$ cat src/rtl/rdd_pkg.sv
// Shared types and codes for the ranked discovery dedup table.
`timescale 1ns / 1ps

package rdd_pkg;

  // Link-local network 169.254.0.0/16 and its mask.
  localparam logic [31:0] LL_MASK = 32'hFFFF_0000;
  localparam logic [31:0] LL_NET  = 32'hA9FE_0000;

  // Operation codes of an input item.
  typedef enum logic [1:0] {
    OP_INSERT = 2'd0,
    OP_READ   = 2'd1,
    OP_CLEAR  = 2'd2
  } op_e;

  // Status codes of a result item.
  typedef enum logic [2:0] {
    ST_APPEND  = 3'd0,
    ST_REPLACE = 3'd1,
    ST_DROP    = 3'd2,
    ST_FULL    = 3'd3,
    ST_READ    = 3'd4,
    ST_CLEAR   = 3'd5,
    ST_EMPTY   = 3'd6
  } status_e;

  // One stored reply.
  typedef struct packed {
    logic [1:0]  rank;
    logic        routed;
    logic [1:0]  protocol;
    logic [47:0] mac;
    logic [31:0] radio_addr;
    logic [31:0] iface_addr;
    logic [31:0] iface_mask;
  } entry_t;

  // Commands from the controller to the datapath.
  typedef struct packed {
    logic    capture;
    logic    mem_rd;
    logic    rd_slot_sel;
    logic    idx_inc;
    logic    commit;
    status_e status;
  } cmd_t;

  // Status from the datapath to the controller.
  typedef struct packed {
    logic scan_end;
    logic hit;
    logic upgrade;
    logic full;
    logic read_ok;
  } sts_t;

endpackage

$ cat src/rtl/rdd_datapath.sv
// Datapath: item registers, slot memory, scan index, counters and result registers.
`timescale 1ns / 1ps

module rdd_datapath #(
  parameter int TABLE_DEPTH = 16
) (
  input  logic                 clk_i,
  input  logic                 rst_ni,
  input  rdd_pkg::cmd_t        cmd_i,
  output rdd_pkg::sts_t        sts_o,
  input  logic [1:0]           protocol_i,
  input  logic [47:0]          mac_i,
  input  logic [31:0]          radio_addr_i,
  input  logic [31:0]          iface_addr_i,
  input  logic [31:0]          iface_mask_i,
  input  logic                 routed_probe_i,
  input  logic [3:0]           read_slot_i,
  output logic [2:0]           status_o,
  output logic [3:0]           slot_o,
  output logic [1:0]           rank_o,
  output logic [4:0]           entry_total_o,
  output logic [15:0]          drop_total_o,
  output logic [1:0]           out_protocol_o,
  output logic [47:0]          out_mac_o,
  output logic [31:0]          out_radio_addr_o,
  output logic [31:0]          out_iface_addr_o,
  output logic [31:0]          out_iface_mask_o,
  output logic                 out_routed_o
);

  localparam int AW   = $clog2(TABLE_DEPTH);
  localparam int CW   = $clog2(TABLE_DEPTH + 1);
  localparam int CMPW = (CW > 4) ? CW : 4;
  localparam int EXTW = (CW > 5) ? CW : 5;

  // Slot memory, no reset: only entries that were written are used in a result.
  rdd_pkg::entry_t mem [TABLE_DEPTH];
  rdd_pkg::entry_t rdata_q;

  rdd_pkg::entry_t item_q;
  logic [3:0]      read_slot_q;
  logic [CW-1:0]   idx_q, count_q, count_d;
  logic [15:0]     drop_q, drop_d;

  // Result registers.
  logic [2:0]      res_status_q;
  logic [3:0]      res_slot_q;
  logic [1:0]      res_rank_q;
  logic [4:0]      res_total_q;
  logic [15:0]     res_drop_q;
  rdd_pkg::entry_t res_entry_q;

  logic [1:0]      rank_in;
  logic [AW-1:0]   rd_addr;
  logic [CMPW-1:0] slot_ext, idx_ext, count_cmp;
  logic [EXTW-1:0] total_ext;
  logic            mem_we;
  rdd_pkg::entry_t item_in;

  // Rank of the incoming reply.
  always_comb begin
    if (routed_probe_i || (iface_addr_i == '0)) begin
      rank_in = 2'd2;
    end else if ((iface_mask_i != '0) &&
                 (((iface_addr_i ^ radio_addr_i) & iface_mask_i) == '0)) begin
      rank_in = 2'd3;
    end else if ((iface_addr_i & rdd_pkg::LL_MASK) != rdd_pkg::LL_NET) begin
      rank_in = 2'd1;
    end else begin
      rank_in = 2'd0;
    end
  end

  always_comb begin
    item_in.rank       = rank_in;
    item_in.routed     = routed_probe_i;
    item_in.protocol   = protocol_i;
    item_in.mac        = mac_i;
    item_in.radio_addr = radio_addr_i;
    item_in.iface_addr = iface_addr_i;
    item_in.iface_mask = iface_mask_i;
  end

  // Widened views for compares and narrow result fields.
  assign slot_ext  = CMPW'(read_slot_q);
  assign idx_ext   = CMPW'(idx_q);
  assign count_cmp = CMPW'(count_q);
  assign rd_addr   = cmd_i.rd_slot_sel ? slot_ext[AW-1:0] : idx_q[AW-1:0];

  // Status toward the controller.
  always_comb begin
    sts_o.scan_end = (idx_q >= count_q);
    sts_o.full     = (count_q == CW'(TABLE_DEPTH));
    sts_o.read_ok  = (slot_ext < count_cmp);
    sts_o.upgrade  = (item_q.rank > rdata_q.rank);
    if ((item_q.mac != '0) || (rdata_q.mac != '0)) begin
      sts_o.hit = (item_q.protocol == rdata_q.protocol) && (item_q.mac == rdata_q.mac);
    end else begin
      sts_o.hit = (item_q.protocol == rdata_q.protocol) &&
                  (item_q.radio_addr == rdata_q.radio_addr);
    end
  end

  assign mem_we = cmd_i.commit &&
                  ((cmd_i.status == rdd_pkg::ST_APPEND) ||
                   (cmd_i.status == rdd_pkg::ST_REPLACE));

  // Memory write and registered read.
  always_ff @(posedge clk_i) begin
    if (mem_we) begin
      mem[idx_q[AW-1:0]] <= item_q;
    end
    if (cmd_i.mem_rd) begin
      rdata_q <= mem[rd_addr];
    end
  end

  // Next values of the counters at commit.
  always_comb begin
    count_d = count_q;
    drop_d  = drop_q;
    case (cmd_i.status)
      rdd_pkg::ST_APPEND: count_d = count_q + CW'(1);
      rdd_pkg::ST_REPLACE, rdd_pkg::ST_DROP: begin
        if (drop_q != 16'hFFFF) begin
          drop_d = drop_q + 16'd1;
        end
      end
      rdd_pkg::ST_CLEAR: begin
        count_d = '0;
        drop_d  = '0;
      end
      default: ;
    endcase
  end

  assign total_ext = EXTW'(count_d);

  // Control state of the datapath: scan index and counters.
  always_ff @(posedge clk_i or negedge rst_ni) begin
    if (!rst_ni) begin
      idx_q   <= '0;
      count_q <= '0;
      drop_q  <= '0;
    end else begin
      if (cmd_i.capture) begin
        idx_q <= '0;
      end else if (cmd_i.idx_inc) begin
        idx_q <= idx_q + CW'(1);
      end
      if (cmd_i.commit) begin
        count_q <= count_d;
        drop_q  <= drop_d;
      end
    end
  end

  // Item capture and result registers.
  always_ff @(posedge clk_i) begin
    if (cmd_i.capture) begin
      item_q      <= item_in;
      read_slot_q <= read_slot_i;
    end
    if (cmd_i.commit) begin
      res_status_q <= cmd_i.status;
      res_total_q  <= total_ext[4:0];
      res_drop_q   <= drop_d;
      res_entry_q  <= '0;
      res_slot_q   <= '0;
      res_rank_q   <= '0;
      case (cmd_i.status)
        rdd_pkg::ST_APPEND, rdd_pkg::ST_REPLACE, rdd_pkg::ST_DROP: begin
          res_slot_q <= idx_ext[3:0];
          res_rank_q <= item_q.rank;
        end
        rdd_pkg::ST_FULL: res_rank_q <= item_q.rank;
        rdd_pkg::ST_READ: begin
          res_slot_q  <= read_slot_q;
          res_rank_q  <= rdata_q.rank;
          res_entry_q <= rdata_q;
        end
        rdd_pkg::ST_EMPTY: res_slot_q <= read_slot_q;
        default: ;
      endcase
    end
  end

  assign status_o         = res_status_q;
  assign slot_o           = res_slot_q;
  assign rank_o           = res_rank_q;
  assign entry_total_o    = res_total_q;
  assign drop_total_o     = res_drop_q;
  assign out_protocol_o   = res_entry_q.protocol;
  assign out_mac_o        = res_entry_q.mac;
  assign out_radio_addr_o = res_entry_q.radio_addr;
  assign out_iface_addr_o = res_entry_q.iface_addr;
  assign out_iface_mask_o = res_entry_q.iface_mask;
  assign out_routed_o     = res_entry_q.routed;

endmodule

$ cat src/rtl/rdd_ctrl.sv
// Controller: sequences capture, slot scan, read and commit of each item.
`timescale 1ns / 1ps

module rdd_ctrl (
  input  logic          clk_i,
  input  logic          rst_ni,
  input  logic          in_valid_i,
  output logic          in_ready_o,
  input  logic [1:0]    operation_i,
  output logic          out_valid_o,
  input  logic          out_ready_i,
  input  rdd_pkg::sts_t sts_i,
  output rdd_pkg::cmd_t cmd_o
);

  typedef enum logic [2:0] {
    S_IDLE,
    S_SCAN_RD,
    S_SCAN_CMP,
    S_READ_RD,
    S_FINISH
  } state_e;

  state_e           state_q;
  rdd_pkg::status_e status_q;
  logic             out_valid_q;
  logic             accept, out_free;

  assign in_ready_o  = (state_q == S_IDLE);
  assign accept      = in_valid_i && in_ready_o;
  assign out_free    = !out_valid_q || out_ready_i;
  assign out_valid_o = out_valid_q;

  // Commands decoded from the state.
  always_comb begin
    cmd_o.capture     = accept;
    cmd_o.mem_rd      = ((state_q == S_SCAN_RD) && !sts_i.scan_end) ||
                        (state_q == S_READ_RD);
    cmd_o.rd_slot_sel = (state_q == S_READ_RD);
    cmd_o.idx_inc     = (state_q == S_SCAN_CMP) && !sts_i.hit;
    cmd_o.commit      = (state_q == S_FINISH) && out_free;
    cmd_o.status      = status_q;
  end

  // State, pending status and output valid.
  always_ff @(posedge clk_i or negedge rst_ni) begin
    if (!rst_ni) begin
      state_q     <= S_IDLE;
      status_q    <= rdd_pkg::ST_APPEND;
      out_valid_q <= 1'b0;
    end else begin
      if (cmd_o.commit) begin
        out_valid_q <= 1'b1;
      end else if (out_ready_i) begin
        out_valid_q <= 1'b0;
      end
      unique case (state_q)
        S_IDLE: begin
          if (accept) begin
            unique case (rdd_pkg::op_e'(operation_i))
              rdd_pkg::OP_INSERT: state_q <= S_SCAN_RD;
              rdd_pkg::OP_READ:   state_q <= S_READ_RD;
              rdd_pkg::OP_CLEAR: begin
                status_q <= rdd_pkg::ST_CLEAR;
                state_q  <= S_FINISH;
              end
              default: state_q <= S_IDLE;
            endcase
          end
        end
        S_SCAN_RD: begin
          if (sts_i.scan_end) begin
            status_q <= sts_i.full ? rdd_pkg::ST_FULL : rdd_pkg::ST_APPEND;
            state_q  <= S_FINISH;
          end else begin
            state_q <= S_SCAN_CMP;
          end
        end
        S_SCAN_CMP: begin
          if (sts_i.hit) begin
            status_q <= sts_i.upgrade ? rdd_pkg::ST_REPLACE : rdd_pkg::ST_DROP;
            state_q  <= S_FINISH;
          end else begin
            state_q <= S_SCAN_RD;
          end
        end
        S_READ_RD: begin
          status_q <= sts_i.read_ok ? rdd_pkg::ST_READ : rdd_pkg::ST_EMPTY;
          state_q  <= S_FINISH;
        end
        S_FINISH: begin
          if (out_free) begin
            state_q <= S_IDLE;
          end
        end
        default: state_q <= S_IDLE;
      endcase
    end
  end

endmodule

$ cat src/rtl/ranked_discovery_dedup_table.sv
// Top level of the ranked discovery dedup table.
// Usage:
//   Input channel (in_valid_i/in_ready_o) takes one item: an insert of a
//   discovery reply, a read of a stored slot, or a clear of the table.
//   Output channel (out_valid_o/out_ready_i) returns one result item for
//   each insert, read or clear; an unused operation code is taken and
//   gives no result.
//   One item is in work at a time. An insert scans the stored slots in
//   order through the single read port of the slot memory, with a read
//   state and a compare state per slot compared. The scan ends at the
//   first match or after the last stored slot, and the result is then
//   committed. A read makes a single slot memory read before its commit;
//   a clear commits without a memory read.
//   The result sits in an output register; the block accepts the next item
//   as soon as the result is loaded, even while the receiver stalls. A
//   following item runs until its own result is ready, then waits for the
//   output register to empty.
//   Reset empties the table and zeroes the stored and duplicate counts;
//   slot contents are not cleared and are never used before being written.
`timescale 1ns / 1ps

module ranked_discovery_dedup_table #(
  parameter int TABLE_DEPTH = 16
) (
  input  logic        clk_i,
  input  logic        rst_ni,
  input  logic        in_valid_i,
  output logic        in_ready_o,
  input  logic [1:0]  operation_i,
  input  logic [1:0]  protocol_i,
  input  logic [47:0] mac_i,
  input  logic [31:0] radio_addr_i,
  input  logic [31:0] iface_addr_i,
  input  logic [31:0] iface_mask_i,
  input  logic        routed_probe_i,
  input  logic [3:0]  read_slot_i,
  output logic        out_valid_o,
  input  logic        out_ready_i,
  output logic [2:0]  status_o,
  output logic [3:0]  slot_o,
  output logic [1:0]  rank_o,
  output logic [4:0]  entry_total_o,
  output logic [15:0] drop_total_o,
  output logic [1:0]  out_protocol_o,
  output logic [47:0] out_mac_o,
  output logic [31:0] out_radio_addr_o,
  output logic [31:0] out_iface_addr_o,
  output logic [31:0] out_iface_mask_o,
  output logic        out_routed_o
);

  rdd_pkg::cmd_t cmd;
  rdd_pkg::sts_t sts;

  // Sequencing.
  rdd_ctrl u_ctrl (
    .clk_i       (clk_i),
    .rst_ni      (rst_ni),
    .in_valid_i  (in_valid_i),
    .in_ready_o  (in_ready_o),
    .operation_i (operation_i),
    .out_valid_o (out_valid_o),
    .out_ready_i (out_ready_i),
    .sts_i       (sts),
    .cmd_o       (cmd)
  );

  // Storage, compare and result formatting.
  rdd_datapath #(
    .TABLE_DEPTH (TABLE_DEPTH)
  ) u_datapath (
    .clk_i            (clk_i),
    .rst_ni           (rst_ni),
    .cmd_i            (cmd),
    .sts_o            (sts),
    .protocol_i       (protocol_i),
    .mac_i            (mac_i),
    .radio_addr_i     (radio_addr_i),
    .iface_addr_i     (iface_addr_i),
    .iface_mask_i     (iface_mask_i),
    .routed_probe_i   (routed_probe_i),
    .read_slot_i      (read_slot_i),
    .status_o         (status_o),
    .slot_o           (slot_o),
    .rank_o           (rank_o),
    .entry_total_o    (entry_total_o),
    .drop_total_o     (drop_total_o),
    .out_protocol_o   (out_protocol_o),
    .out_mac_o        (out_mac_o),
    .out_radio_addr_o (out_radio_addr_o),
    .out_iface_addr_o (out_iface_addr_o),
    .out_iface_mask_o (out_iface_mask_o),
    .out_routed_o     (out_routed_o)
  );

`ifndef NO_ASSERTIONS
  // A result is only loaded when the output register is free.
  a_commit_free: assert property (@(posedge clk_i) disable iff (!rst_ni)
    cmd.commit |-> (!out_valid_o || out_ready_i))
    else $error("result loaded over a pending result");

  // A loaded result is presented in the next cycle.
  a_commit_valid: assert property (@(posedge clk_i) disable iff (!rst_ni)
    cmd.commit |=> out_valid_o)
    else $error("loaded result not presented");

  // The memory port is never read and written in the same cycle.
  a_port_excl: assert property (@(posedge clk_i) disable iff (!rst_ni)
    cmd.mem_rd |-> !cmd.commit)
    else $error("memory read and commit collide");

  // A clear result reports empty counters.
  a_clear_zero: assert property (@(posedge clk_i) disable iff (!rst_ni)
    (out_valid_o && (status_o == rdd_pkg::ST_CLEAR)) |->
      ((entry_total_o == '0) && (drop_total_o == '0)))
    else $error("clear left nonzero counters");
`endif

endmodule
$ cat config.mk
export PLATFORM = sky130hd
export DESIGN_NAME = ranked_discovery_dedup_table
export DESIGN_NICKNAME = d
export VERILOG_FILES = /design/src/rtl/rdd_pkg.sv /design/src/rtl/rdd_datapath.sv /design/src/rtl/rdd_ctrl.sv /design/src/rtl/ranked_discovery_dedup_table.sv
export SDC_FILE = /design/constraint.sdc
export NUM_CORES = 2
export LEC_CHECK = 0
export ABC_CLOCK_PERIOD_IN_PS = 20600
export BUFFER_PORTS_ARGS = -buffer_cell sky130_fd_sc_hd__buf_2
export CAP_MARGIN = 20
export CORE_MARGIN = 3
export CORE_UTILIZATION = 24
export DETAILED_ROUTE_END_ITERATION = 10
export GPL_ROUTABILITY_DRIVEN = 1
export GPL_TIMING_DRIVEN = 0
export PLACE_DENSITY = 0.47
export RECOVER_POWER = 100
export SLEW_MARGIN = 20
export SYNTH_ARGS = -nofsm -noshare
export SYNTH_HDL_FRONTEND = slang
export SYNTH_HIERARCHICAL = 1
export SYNTH_SLANG_ARGS = --single-unit
export TNS_END_PERCENT = 20
$ cat constraint.sdc
create_clock -name clk_i -period 20.6 [get_ports clk_i]
set_input_delay 4.12 -clock clk_i [delete_from_list [all_inputs] [get_ports clk_i]]
set_output_delay 4.12 -clock clk_i [all_outputs]
set_load 0.05 [all_outputs]
# Yosys cells after proc, flatten, opt, wreduce, memory -nomap -nowiden
# Memory sizes are Yosys's and may differ from the RTL's. A register that Yosys moved wholly into a read port is not among the register bits.
# Cells that the tools add are included.
# classes
add_sub_neg,3
magnitude_cmp,3
eq_ne,23
n_mux,29
bitwise,2
n_reduce_logical,34
# op_table
operator,n
nonzero test 48 bit,2
zero test 32 bit,2
== test 48 bit,1
AND 32 bit,1
== test 32 bit,1
"inequality test 16 bit, second input constant",2
case mux 16 bit (2 select lines),1
nonzero test 32 bit,1
XOR 32 bit,1
2-to-1 mux 3 bit,8
"adder 16 x 1 -> 16 bit, second input constant",1
2-to-1 mux 16 bit,1
case mux 3 bit (5 select lines),1
"== test 3 x 2 -> 1 bit, second input constant",4
"== test 3 bit, second input constant",4
case mux 3 bit (4 select lines),1
"adder 5 x 1 -> 5 bit, second input constant",2
2-to-1 mux 5 bit,2
case mux 5 bit (2 select lines),1
case mux 3 bit (3 select lines),1
logical AND 1 bit,8
case mux 4 bit (2 select lines),1
2-to-1 mux 1 bit,7
"== test 3 x 1 -> 1 bit, second input constant",2
23 further kinds,38
# totals
regBits,363
ram_bits,2384
input_bits,157
out_inout_bits,179
word_cells,121
mem_count,1
# memory_table
name,depth,width,rd,rd_clocked_by_memory_dff,wr,line,text
u_datapath.mem,16,149,1,1,1,rdd_datapath.sv:37,rdd_pkg::entry_t mem [TABLE_DEPTH];

# Logic depth before layout (Yosys ltp)
# depth
ltp_word,7
mapped_depth,13
depth_no_buf,11

# Hierarchy
# Netlist, hierarchy kept.
# modules_own_cells
mod,instances,cells_per_inst,area_each_um2,seq_area_each_um2
rdd_datapath,1,7060,113269.9,86623.1
rdd_ctrl,1,51,459.2,175.2

# Worst setup path before layout
# OpenSTA, ideal clock, no wires.
# synth_path
path_type,input -> register
start,input out_ready_i
end,"memory u_datapath/mem[0][0] (netlist bit), enable pin"
setup_time_ns,0.839
arrival_ns,19.084
t_required_ns,19.761
slack_ns,0.677
stages,5
path_buffers,1
cell_sequence,nand2b_1 and3_1 clkbuf_1 nand3_1 nor3_1
# synth_rtl
element,line,text
start: declaration,ranked_discovery_dedup_table.sv:38,"input logic out_ready_i,"
end: declaration,rdd_datapath.sv:37,

# Worst setup path in the final report
# layout_path
start,input in_valid_i
end,"register u_datapath/item_q[45] (netlist bit), enable pin"
# layout_via
elab_chain_len,1
# layout_lines
element,line,text
start: declaration,ranked_discovery_dedup_table.sv:27,"input logic in_valid_i,"
logical AND 1 bit,rdd_ctrl.sv:30,assign accept = in_valid_i && in_ready_o;
named net u_ctrl.accept,rdd_ctrl.sv:27,"logic accept, out_free;"
end signal: assignment,rdd_datapath.sv:161,item_q <= item_in;
end: declaration,rdd_datapath.sv:40,rdd_pkg::entry_t item_q;
# The timed path passes the listed nets, and every way through them passes these cells.
# A chain may end at the register's enable or synchronous reset.

==> run summary <==
Antenna violations before repair: 49
Unrepaired setup endpoints after global routing: no
Syn Nets: 7285
Leakage: 0.0416 uW
DP Wirelength: 258000 um
Setup_tns: 0 ns
Skew-Pair Late Insertion Delay: 0.94 ns
Drt via density: 4.55
Clock Sink Count: 2896
# rows: 252
CP top delay family: buffers and inverters
Vias in the first global route: 65000
WP data required: 20.99 ns
Die area: 482000 um^2
Fin crit share: 0.628
Final hold violation count: 0
Hold_ws: 0.517 ns
Crit. End Element: flip-flop
Worst-Margin Slew: 4.56 ns
CP max stage cell: clkbuf_1
Largest net degree at the start of global routing: 71
Critical path class: primary input to flip-flop
Setup Skew: 0.0955 ns
Synth Cell Area: 114000 um^2
Hold Startpoint: u_datapath/rdata_q[5]$_DFFE_PP_
CP peak stage delay: 3.32 ns
Max Clk Rate: 77.2 MHz
GPL Wtd Cong: 0.856
MaxCap Viol Count: 44
Failing checks: capacitance limit, slew limit
CP Cell Sequence: clkbuf_1, nor4b_1, clkbuf_1, clkbuf_1, clkbuf_1
VDD IR-drop max: 0.0000635 V
Main synth FF type: edfxtp_1
R2r endpoint: u_datapath/item_q[45]$_DFFE_PP_
Sequential-to-total area share from yosys stat: 0.763
Met3 usage: 0.0288
M2 GR Usage: 0.230
Clock buffer depth: 4
R2r setup slk: 10.51 ns
CTS tree: done
Starting Density: 0.241
Most Frequent Cell on Critical Path: clkbuf_1
Crit path DAT: 13.34 ns
Final slew viol count: 920
Minimum clock period: 12.95 ns
Reg clk slew, reported paths: 0.06 ns
FILL cells: 47500
IO Pins: 336
Final nets: 8178
Layout Area Growth over Synthesis: 17.7%
Routed Antenna Nets: 0
Power Density: 119 nW/um^2
Post-route DRC: 0
WHS Path Cells: 1
Distinct cells, synth: 66
Hold EP: u_datapath/out_iface_mask_o[5]$_SDFFCE_PP0P_
Setup Viol. Count Final: 0
WP buf/inv: 4
YS warnings: 6
Iter 0 DRT Violations: 6992
Die Height: 694 um
Critical Path Start: in_valid_i
Reg-to-reg startpoint: u_ctrl/state_q[1]$_DFFE_PN0P_
CTS HTree Levels: 5
Post-CTS setup buffer count: 0
Footprint of the multi-input gates: 24700 um^2
Leading cell type in the layout, fill and taps excluded: edfxtp_1
Global Route Usage Sum: 0.146
Hold Path Class: flip-flop to flip-flop
Post-CTS sizing: 0
I/O Buffers: 335
Root Driver: clkbuf_16
Core Area: 472000 um^2
First drt pass iteration count: 5
Slew headroom: -2.04
Die Span X: 694 um
First-pass GRT wire length: 506000 um
CP Max Fanout: 70
DR WL/cell: 25.2 um
Most frequent cells in the layout: edfxtp_1 (2863), nand2_1 (1210), nand3_1 (890)
CP Launch Type: primary input
Num CTS Buffers: 310
Via count: 66000
Mean Syn Cell Area: 16.0 um^2
Global Route met1 Usage: 0.206
FF+latch count, synth: 2896
Detailed Route WL: 366000 um
Seq. cell area: 86800 um^2
Post-Synthesis Cells: 7111
GRT Residual Overflow: 0
Post-synth ARST share: 0.0114
Layout cells sized above 1: 0.0993
Post-synth EDFFs: 2863
Outcome: complete, but fails checks
Top Usage Layer GRT: met2
Hold-fix buffers, CTS: 0
R2r worst-path depth: 5
==> cell families (layout without fill, tap and decap cells) <==
family	count (synthesis)	after routing	share of synthesized area
buffers and inverters	418	1548	0.0192
other	0	36	0
AND/OR/NAND/NOR	2586	2586	0.105
XOR/XNOR	125	125	0.00963
flip-flops	2896	2896	0.763
AO/OA/AOI/OAI	274	274	0.0157
adder cells (fa/ha/maj)	17	17	0.00187
multiplexers	795	795	0.0851
==> synth_stat cells, types with 3 or more instances <==
cell,instances,area share
clkbuf_1,208,0.0069
a31o_2,4,0.00031
o211ai_1,3,0.00020
nor4_1,47,0.0026
a21oi_1,28,0.0012
nor2_1,48,0.0016
dfrtp_1,33,0.0073
buf_6,60,0.0059
nand2b_1,10,0.00055
o31ai_1,3,0.00020
buf_1,17,0.00056
a31oi_1,149,0.0082
o22ai_1,10,0.00055
or3_1,4,0.00022
a221oi_1,3,0.00023
edfxtp_1,2863,0.76
mux4_2,137,0.027
o21ai_0,20,0.00088
and2_0,3,0.00017
buf_2,102,0.0045
xor2_1,40,0.0031
ha_1,17,0.0019
mux2i_1,650,0.057
a21o_1,7,0.00046
and4_1,6,0.00046
a22oi_1,18,0.0012
nand2_1,1210,0.040
a22o_1,6,0.00046
nor2b_1,6,0.00033
o221ai_1,4,0.00031
buf_4,10,0.00066
xnor2_1,85,0.0065
inv_1,20,0.00066
or4_1,8,0.00053
and2_1,284,0.016
mux2_2,8,0.00079
nand4_1,40,0.0022
nand3_1,890,0.039
nor3_1,16,0.00070
==> per-layer routing <==
metal,vias up,wire [um]
met5,-,54
met4,8,10100
met3,513,28300
met2,2577,166000
met1,34000,162000
li1,28800,-
==> worst reg2reg max path: stages (launching register included) <==
cell      delay (ns)
dfrtp_1         0.37
buf_6           0.14
nor4b_1         0.38
clkbuf_1        1.90
clkbuf_1        3.17
clkbuf_1        3.48
==> sequential cells by signal, summed over array words and instances (netlist names), 4 cells and up <==
register                     count
u_datapath/entry_total_o         5
u_datapath/item_q              149
u_datapath/mem                2384
u_datapath/out_mac_o            48
u_datapath/out_iface_mask_o     32
u_datapath/drop_total_o         16
u_datapath/count_cmp             5
u_datapath/out_iface_addr_o     32
u_datapath/out_radio_addr_o     32
u_datapath/read_slot_q           4
u_datapath/idx_ext               5
u_datapath/rdata_q             149
u_datapath/slot_o                4
u_datapath/drop_q               16
==> final cells by class <==
| cell class | instances | area share |
|---|---|---|
| Antenna cell | 36 | 0.000673 |
| Inverter | 20 | 0.000561 |
| Sequential cell | 2896 | 0.649 |
| Buffer | 398 | 0.0158 |
| Timing Repair Buffer | 581 | 0.0185 |
| Clock buffer | 373 | 0.0605 |
| Multi-Input combinational cell | 3797 | 0.185 |
| Clock inverter | 176 | 0.0124 |
| Tap cell | 6223 | 0.0582 |
==> stage by stage <==
stage	std cells	total power [uW]	setup WS [ns]	util	instance area, um^2
after global routing	14500	16500	6.79	0.284	134000
after CTS	14500	16200	13.06	0.291	137000
after detailed placement	13900	10600	12.04	0.270	127000
after floorplan	7111	9250	0.677	-	114000
final	14500	15900	7.65	0.284	134000
after global placement	13700	10600	-18.81	0.261	123000
==> report_power, final <==
| group | switching [uW] | internal, uW | total, uW |
|---|---|---|---|
| combinational | 1930 | 802 | 2740 |
| clock | 2330 | 3140 | 5480 |
| sequential | 494 | 7160 | 7650 |
==> how the worst max path moves through the flow <==
stage                                      endpoint  cells past startpoint
finish              u_datapath/item_q[45]$_DFFE_PP_                      5
global route        u_datapath/item_q[45]$_DFFE_PP_                      5
CTS                 u_datapath/mem[1][34]$_DFFE_PP_                     15
detailed placement  u_datapath/mem[1][29]$_DFFE_PP_                     15
global placement    u_datapath/mem[2][24]$_DFFE_PP_                      6
floorplan            u_datapath/mem[0][0]$_DFFE_PP_                      5
Power figures use the tool's default switching activity.
